==> src/rtl/dht_peer_bucket_table_top_assert.svh <==
// Assertion macros for the peer bucket table
`ifndef DHT_PEER_BUCKET_TABLE_TOP_ASSERT_SVH
`define DHT_PEER_BUCKET_TABLE_TOP_ASSERT_SVH
`ifndef SYNTHESIS
`define DPB_ASSERT_IMP(label, clk, rst_n, ante, cons, msg) \
    label: assert property (@(posedge clk) disable iff (!rst_n) (ante) |-> (cons)) \
        else $error(msg);
`define DPB_ASSERT_NEXT(label, clk, rst_n, ante, cons, msg) \
    label: assert property (@(posedge clk) disable iff (!rst_n) (ante) |=> (cons)) \
        else $error(msg);
`else
`define DPB_ASSERT_IMP(label, clk, rst_n, ante, cons, msg)
`define DPB_ASSERT_NEXT(label, clk, rst_n, ante, cons, msg)
`endif
`endif

==> src/rtl/dpb_pkg.sv <==
package dpb_pkg;

    localparam int OP_W    = 2;
    localparam int STAT_W  = 3;
    localparam int IPV4_W  = 32;
    localparam int PORT_W  = 16;
    localparam int KEY_W   = 64;

    localparam logic [OP_W-1:0] OP_ADD    = 2'd0;
    localparam logic [OP_W-1:0] OP_REMOVE = 2'd1;
    localparam logic [OP_W-1:0] OP_FIND   = 2'd2;
    localparam logic [OP_W-1:0] OP_UNUSED = 2'd3;

    localparam logic [STAT_W-1:0] ST_ADDED   = 3'd0;
    localparam logic [STAT_W-1:0] ST_DUP     = 3'd1;
    localparam logic [STAT_W-1:0] ST_FULL    = 3'd2;
    localparam logic [STAT_W-1:0] ST_REMOVED = 3'd3;
    localparam logic [STAT_W-1:0] ST_NOTFND  = 3'd4;
    localparam logic [STAT_W-1:0] ST_CLOSEST = 3'd5;
    localparam logic [STAT_W-1:0] ST_EMPTY   = 3'd6;

    typedef enum logic [3:0] {
        S_CLEAR,
        S_IDLE,
        S_POP,
        S_SCAN,
        S_SHIFT,
        S_FINDCHK,
        S_FSCAN,
        S_FEMIT,
        S_FREAD,
        S_OUT
    } state_t;

    // one result item as handed to the output register
    typedef struct packed {
        logic [STAT_W-1:0] status;
        logic [KEY_W-1:0]  id;
        logic [IPV4_W-1:0] ipv4;
        logic [PORT_W-1:0] port;
        logic              last;
    } result_t;

endpackage

==> src/rtl/dpb_popcount.sv <==
// Count set bits of the id distance, four bits per cycle
module dpb_popcount
    import dpb_pkg::*;
#(
    parameter int ID_WIDTH = 64,
    parameter int BW       = 7
)(
    input  logic                clk,
    input  logic                rst_n,
    input  logic                start,
    input  logic [ID_WIDTH-1:0] value,
    output logic                done,
    output logic [BW-1:0]       count
);
    localparam int NSTEP = (ID_WIDTH + 3) / 4;
    localparam int PADW  = NSTEP * 4;
    localparam int CW    = $clog2(NSTEP + 1);

    logic [PADW-1:0] sh_reg, sh_next;
    logic [BW-1:0]   cnt_reg, cnt_next;
    logic [CW-1:0]   step_reg, step_next;
    logic            busy_reg, busy_next;
    logic [2:0]      nib;

    // add the low nibble each step
    always_comb
    begin
        nib       = 3'(sh_reg[0]) + 3'(sh_reg[1]) + 3'(sh_reg[2]) + 3'(sh_reg[3]);
        sh_next   = sh_reg;
        cnt_next  = cnt_reg;
        step_next = step_reg;
        busy_next = busy_reg;
        if (start)
        begin
            sh_next   = PADW'(value);
            cnt_next  = '0;
            step_next = '0;
            busy_next = 1'b1;
        end
        else if (busy_reg)
        begin
            sh_next   = sh_reg >> 4;
            cnt_next  = cnt_reg + BW'(nib);
            step_next = step_reg + 1'b1;
            if (step_reg == CW'(NSTEP - 1))
                busy_next = 1'b0;
        end
    end

    always_ff @(posedge clk or negedge rst_n)
    begin
        if (!rst_n)
        begin
            busy_reg <= 1'b0;
            step_reg <= '0;
        end
        else
        begin
            busy_reg <= busy_next;
            step_reg <= step_next;
        end
    end

    always_ff @(posedge clk)
    begin
        sh_reg  <= sh_next;
        cnt_reg <= cnt_next;
    end

    assign done  = busy_reg && (step_reg == CW'(NSTEP - 1));
    assign count = cnt_next;
endmodule

==> config.mk <==
export PLATFORM = sky130hd
export DESIGN_NAME = dpb_popcount
export DESIGN_NICKNAME = d
export VERILOG_FILES = /design/src/rtl/dht_peer_bucket_table_top_assert.svh /design/src/rtl/dpb_pkg.sv /design/src/rtl/dpb_popcount.sv
export SDC_FILE = /design/constraint.sdc
export NUM_CORES = 1
export LEC_CHECK = 0
export BUFFER_PORTS_ARGS = -buffer_cell sky130_fd_sc_hd__clkbuf_2
export CAP_MARGIN = 0
export CORE_ASPECT_RATIO = 0.8
export CORE_MARGIN = 1
export CORE_UTILIZATION = 30
export DETAILED_ROUTE_END_ITERATION = 16
export GPL_TIMING_DRIVEN = 1
export HOLD_SLACK_MARGIN = 0.05
export SLEW_MARGIN = 40
export SYNTH_ARGS = -nofsm -noshare
export SYNTH_HDL_FRONTEND = slang
export SYNTH_SLANG_ARGS = --single-unit
==> constraint.sdc <==
create_clock -name clk -period 6.45 [get_ports clk]
set_clock_uncertainty 0.2 [all_clocks]
set_input_delay 0.3225 -clock clk [delete_from_list [all_inputs] [get_ports clk]]
set_output_delay 0.3225 -clock clk [all_outputs]
set_load 0.02 [all_outputs]
* Word-level counts from Yosys, hierarchy flattened
Index checks and enable logic that the tools add are counted.
** Operators by class
- Multiplexer cells :: 9
- Reductions and logical operators :: 2
- Add/sub/neg operators :: 5
- Equality and inequality tests :: 1
** Operator list (number)
- 2-to-1 mux 64 bit :: 2
- 2-to-1 mux 7 bit :: 2
- 2-to-1 mux 5 bit :: 2
- adder 7 x 3 -> 7 bit :: 1
- adder 5 x 1 -> 5 bit, second input constant :: 1
- == test 5 x 4 -> 1 bit, second input constant :: 1
- adder 2 x 1 -> 3 bit :: 1
- adder 3 x 1 -> 3 bit :: 1
- 2-to-1 mux 1 bit :: 3
- adder 1 x 1 -> 2 bit :: 1
- nonzero test 2 bit :: 1
- logical AND 1 bit :: 1
** Word-level totals
- Logic and storage cells :: 21
- Bits of input ports :: 67
- Register bits after elaboration :: 77

* Logic depth before layout (Yosys ltp)
- Depth after elaboration :: 6
- Gate-level depth with buffers :: 8
- Gate-level depth less buffers :: 8

* Worst setup path before layout
Ideal clock, no wire load.
- Path kind :: register to output
- From :: register sh_reg[0]
- To :: output count[6]
- Cell stages (with the launch flop) :: 9
- Data required time :: 5927 ps
- Buffers on the path :: 0
- Slack :: 3663 ps
- Arrival :: 2264 ps
- Path through :: edfxtp_1 fa_1 inv_1 fa_1 inv_1 fa_1 nand2_2 or3_1 a21oi_2
** On the way
- Longest elaborated chain between the ends :: 6
** RTL lines
- from (decl) :: line dpb_popcount.sv:19 : logic [PADW-1:0] sh_reg, sh_next;
- from (signal assigned) :: line dpb_popcount.sv:66 : sh_reg <= sh_next;
- adder 1 x 1 -> 2 bit :: line dpb_popcount.sv:28 : nib = 3'(sh_reg[0]) + 3'(sh_reg[1]) + 3'(sh_reg[2]) + 3'(sh_reg[3]);
- adder 2 x 1 -> 3 bit :: line dpb_popcount.sv:28
- adder 3 x 1 -> 3 bit :: line dpb_popcount.sv:28
- adder 7 x 3 -> 7 bit :: line dpb_popcount.sv:43 : cnt_next = cnt_reg + BW'(nib);
- 2-to-1 mux 7 bit :: line dpb_popcount.sv:40 : else if (busy_reg)
- 2-to-1 mux 7 bit :: line dpb_popcount.sv:33 : if (start)
- to (decl) :: line dpb_popcount.sv:13 : output logic [BW-1:0] count
Every way passes these cells.

* Final worst setup path
Ends and elaborated chain as after synthesis.

==> tab_implementation.tex <==
\begin{tabular}{lr}
\hline
Metric & Value \\
\hline
\multicolumn{2}{l}{\textbf{Outcome}} \\
\quad Run status & finished, final reports clean \\
\multicolumn{2}{l}{\textbf{Clock tree}} \\
\quad Insertion delay of the later-clocked pin in the worst-skew pair & 330 ps \\
\quad Clock root buffer master & sky130\_fd\_sc\_hd\_\_clkbuf\_16 \\
\quad CTS tree & yes \\
\quad TritonCTS Sinks & 77 \\
\quad Number of H-tree branching levels & 3 \\
\quad Clock-pin slew on the worst setup and hold paths & 50 ps \\
\quad Total clock buffers created by CTS & 9 \\
\quad Clk buf depth & 2 \\
\quad \# Post-CTS Setup Buffers & 0 \\
\multicolumn{2}{l}{\textbf{Critical path}} \\
\quad Worst path most repeated cell & sky130\_fd\_sc\_hd\_\_fa\_1 \\
\quad Crit start category & register \\
\quad Type of the setup path with the least slack & register to output pin \\
\quad R2r startpoint & sh\_reg[0] \\
\quad Arrival time worst endpoint & approximately 2800 ps \\
\quad Critical path peak fanout & 3 \\
\quad Sum of buffers and inverters on the critical path & 3 \\
\quad Worst Setup SP & sh\_reg[0] \\
\quad Critical path's slowest cell & sky130\_fd\_sc\_hd\_\_fa\_1 \\
\quad Cell-by-cell trace of the critical path & fa\_1 > inv\_1 > fa\_1 > inv\_1 > fa\_1 > nand2\_2 > or3\_1 > a21oi\_2 > clkbuf\_2 \\
\quad Element type at the critical path end & output pin \\
\quad Worst Reg-to-Reg Cells & 8 \\
\quad Depth of the critical timing path with buffers and inverters included & 9 \\
\quad Delay contributed by the slowest stage of the critical path & 540 ps \\
\quad Worst Path Required & 5930 ps \\
\quad Top cell family by delay on the critical path & adder cells \\
\multicolumn{2}{l}{\textbf{Timing}} \\
\quad Worst slew margin & 54.5\% \\
\quad Maximum frequency from static timing analysis & 0.304 GHz \\
\quad Total negative setup slack & 0 ps \\
\quad Slew Limit Fails & 0 \\
\quad Fin crit share & 51.1\% \\
\quad Final setup violation count & 0 \\
\quad RSZ-0062 raised after global routing & no \\
\quad Final critical-path required period & 3290 ps \\
\quad Transition time at the pin with the least slew margin & 682 ps \\
\quad Number of hold violations in the final report & 0 \\
\quad Crit path setup slack, layout & $\sim$3200 ps \\
\multicolumn{2}{l}{\textbf{Logic synthesis}} \\
\quad Number of register bits inferred by synthesis & 77 \\
\quad Largest cells by area after synthesis & sky130\_fd\_sc\_hd\_\_edfxtp\_1, sky130\_fd\_sc\_hd\_\_mux2\_2, sky130\_fd\_sc\_hd\_\_dfrtp\_1 \\
\quad Gate count after technology mapping & between 200 and 250 \\
\quad Count of different cell masters after synthesis & 28 \\
\quad Number of warnings reported in the yosys synthesis log & 0 \\
\quad Library cell with the largest summed area after synthesis & sky130\_fd\_sc\_hd\_\_edfxtp\_1 \\
\quad Share of the yosys chip area belonging to registers & 65.7\% \\
\quad Average size of a mapped cell & 16.3 um2 \\
\quad Syn Std Cell Area & 3360 um2 \\
\quad Area share of the leading cell type in the synthesized netlist & 57.1\% \\
\quad Net count of the mapped netlist & 279 \\
\multicolumn{2}{l}{\textbf{Run}} \\
\quad Max-cap viol count & 0 \\
\multicolumn{2}{l}{\textbf{Routing}} \\
\quad Number of design rule violations left after detail routing & 0 \\
\quad Via-to-Cell Ratio & between 4 and 5 \\
\quad First DRT Iteration DRCs & 153 \\
\quad Average detailed-routed wire length per instance & 13.1 um \\
\quad Antenna Nets Post-Route & 0 \\
\quad Router iterations before antenna repair & 3 \\
\quad Routed vias & 1,888 \\
\quad Wire length after detailed routing & 5640 um \\
\multicolumn{2}{l}{\textbf{Global route}} \\
\quad Vias in the first global route & 1,929 \\
\quad Largest net degree at the start of global routing & 81 \\
\quad Global router's overall resource usage & 10.5\% \\
\quad Wire length of the first global-routing pass & 9310 um \\
\quad Final global-route overflow total & 0 \\
\quad Antenna violations before repair & 0 \\
\multicolumn{2}{l}{\textbf{Finish}} \\
\quad Syn-to-layout area delta & 22.9\% \\
\quad Max reg flops & 64 \\
\quad Diodes inserted & 0 \\
\quad Post-layout nets & between 300 and 400 \\
\quad Register area & 2210 um2 \\
\quad Final standard cell area without fillers & 4140 um2 \\
\quad Layout cell share with drive strength beyond 1 & 53.0\% \\
\quad Multi-input combinational cell area & 1050 um2 \\
\quad Number of fillers in the final layout & 1,074 \\
\multicolumn{2}{l}{\textbf{Min path}} \\
\quad Hold path depth & 2 \\
\quad Hold path start & value[61] \\
\quad Type of the tightest min-delay check & input port to register \\
\multicolumn{2}{l}{\textbf{Pwr}} \\
\quad Peak supply drop & approximately 0.13 mV \\
\quad Static power due to leakage & approximately 1.7 nW \\
\quad Total power density per cell area & 295 nW/um2 \\
\multicolumn{2}{l}{\textbf{Place}} \\
\quad Half-perimeter wire length of the detailed placement result & 3580 um \\
\quad Number of buffers added on ports & 74 \\
\quad Gp weighted congestion & 0.695 \\
\quad Placed Area & 3860 um2 \\
\quad Post-Place Worst Slack & 3490 ps \\
\multicolumn{2}{l}{\textbf{Floorplanning}} \\
\quad Chip height & 96.7 um \\
\quad Die Area & 11,600 um2 \\
\quad Core area & 10,900 um2 \\
\quad DIE WIDTH & approximately 120 um \\
\quad Initial Util & 30.9\% \\
\quad Number of top-level pins & 75 \\
\quad Standard-cell rows & 34 \\
\hline
\end{tabular}
[worst paths after layout]
kind                       slack (ps)           to
max                              3160     count[6]
min in group asynchronous         160     busy_reg
max reg2reg                      3920   cnt_reg[6]
min reg2reg                       300   cnt_reg[6]
min                                80   sh_reg[61]
max in group asynchronous        5740  step_reg[4]
[what timing repair did]
action	CTS	global route
setup endpoints to repair	0	0
hold endpoints to repair	6	0
hold buffers	1	0
gates resized for setup	0	0
[cells in the final DEF (no fill, tap or decap), drive strengths merged, types with 2 or more instances in the layout]
cell type,count
nor2,11
dfrtp,6
clkbuf,87
xor2,4
and2,5
edfxtp,64
a211oi,2
dfxtp,7
mux2i,2
fa,3
inv,7
buf,2
mux2,62
nand2,3
a21oi,3
nand4,4
nor2b,2
ha,3
clkinv,2
[cell type report]
class	instances	area share, %
sequential	77	53.5
multi-input combinational	111	25.5
timing repair buffer	76	9.62
clock buffer	14	6.14
tap	144	4.36
inverter	7	0.635
clock inverter	2	0.242
[layer usage]
layer | global-route usage, % | wire length [um] | vias up
met5 | 0 | 0 | -
met1 | 13.0 | 2560 | 905
li1 | - | - | 914
met2 | 15.4 | 2470 | 61
met4 | 3.99 | 87 | 0
met3 | 5.72 | 524 | 8
[cell usage after synthesis (all sizes together)]
library cell and count:
edfxtp 64, mux2 62, buf 11, nor2 11, dfxtp 7, inv 7, dfrtp 6, and2 5
nand4 4, xor2 4, a21oi 3, fa 3, ha 3, nand2 3, a211oi 2, mux2i 2
nor2b 2, a21o 1, and3 1, nand2b 1, o21ai 1, or2 1, or3 1, xnor2 1
[worst reg2reg max path: stages, from the launching register on]
cell,delay [ps]
sky130_fd_sc_hd__edfxtp_1,390
sky130_fd_sc_hd__fa_1,540
sky130_fd_sc_hd__inv_1,50
sky130_fd_sc_hd__fa_1,370
sky130_fd_sc_hd__inv_1,80
sky130_fd_sc_hd__fa_1,200
sky130_fd_sc_hd__nand2_2,80
sky130_fd_sc_hd__or3_1,390
sky130_fd_sc_hd__a21oi_2,160
[cell families (layout without fill, tap and decap cells)]
kind of cell	Yosys count	count (layout)	synth area share [%]
buffers and inverters	18	99	2.90
AO/OA/AOI/OAI	7	7	1.38
multiplexers	64	64	21.3
adder cells (fa/ha/maj)	6	6	2.90
AND/OR/NAND/NOR	29	29	4.43
flip-flops	77	77	65.7
XOR/XNOR	5	5	1.30
[through the flow]
step,hold WS [ps],power (mW),utilization (%),cells
finish,79.8,1.22,38.0,431
detailed placement,-36.1,0.784,35.4,414
CTS,66.7,1.25,37.9,431
global placement,-40.1,0.780,35.4,414
floorplan,-173,0.733,-,206
global route,77.3,1.28,38.0,431
[report_power, final]
part | leakage (nW) | switching [mW] | internal, mW
clock network | 0.131 | 0.178 | 0.270
registers | 0.819 | 0.0218 | 0.597
logic | 0.747 | 0.0716 | 0.0803
No activity file was read; power rests on OpenSTA's default activity.
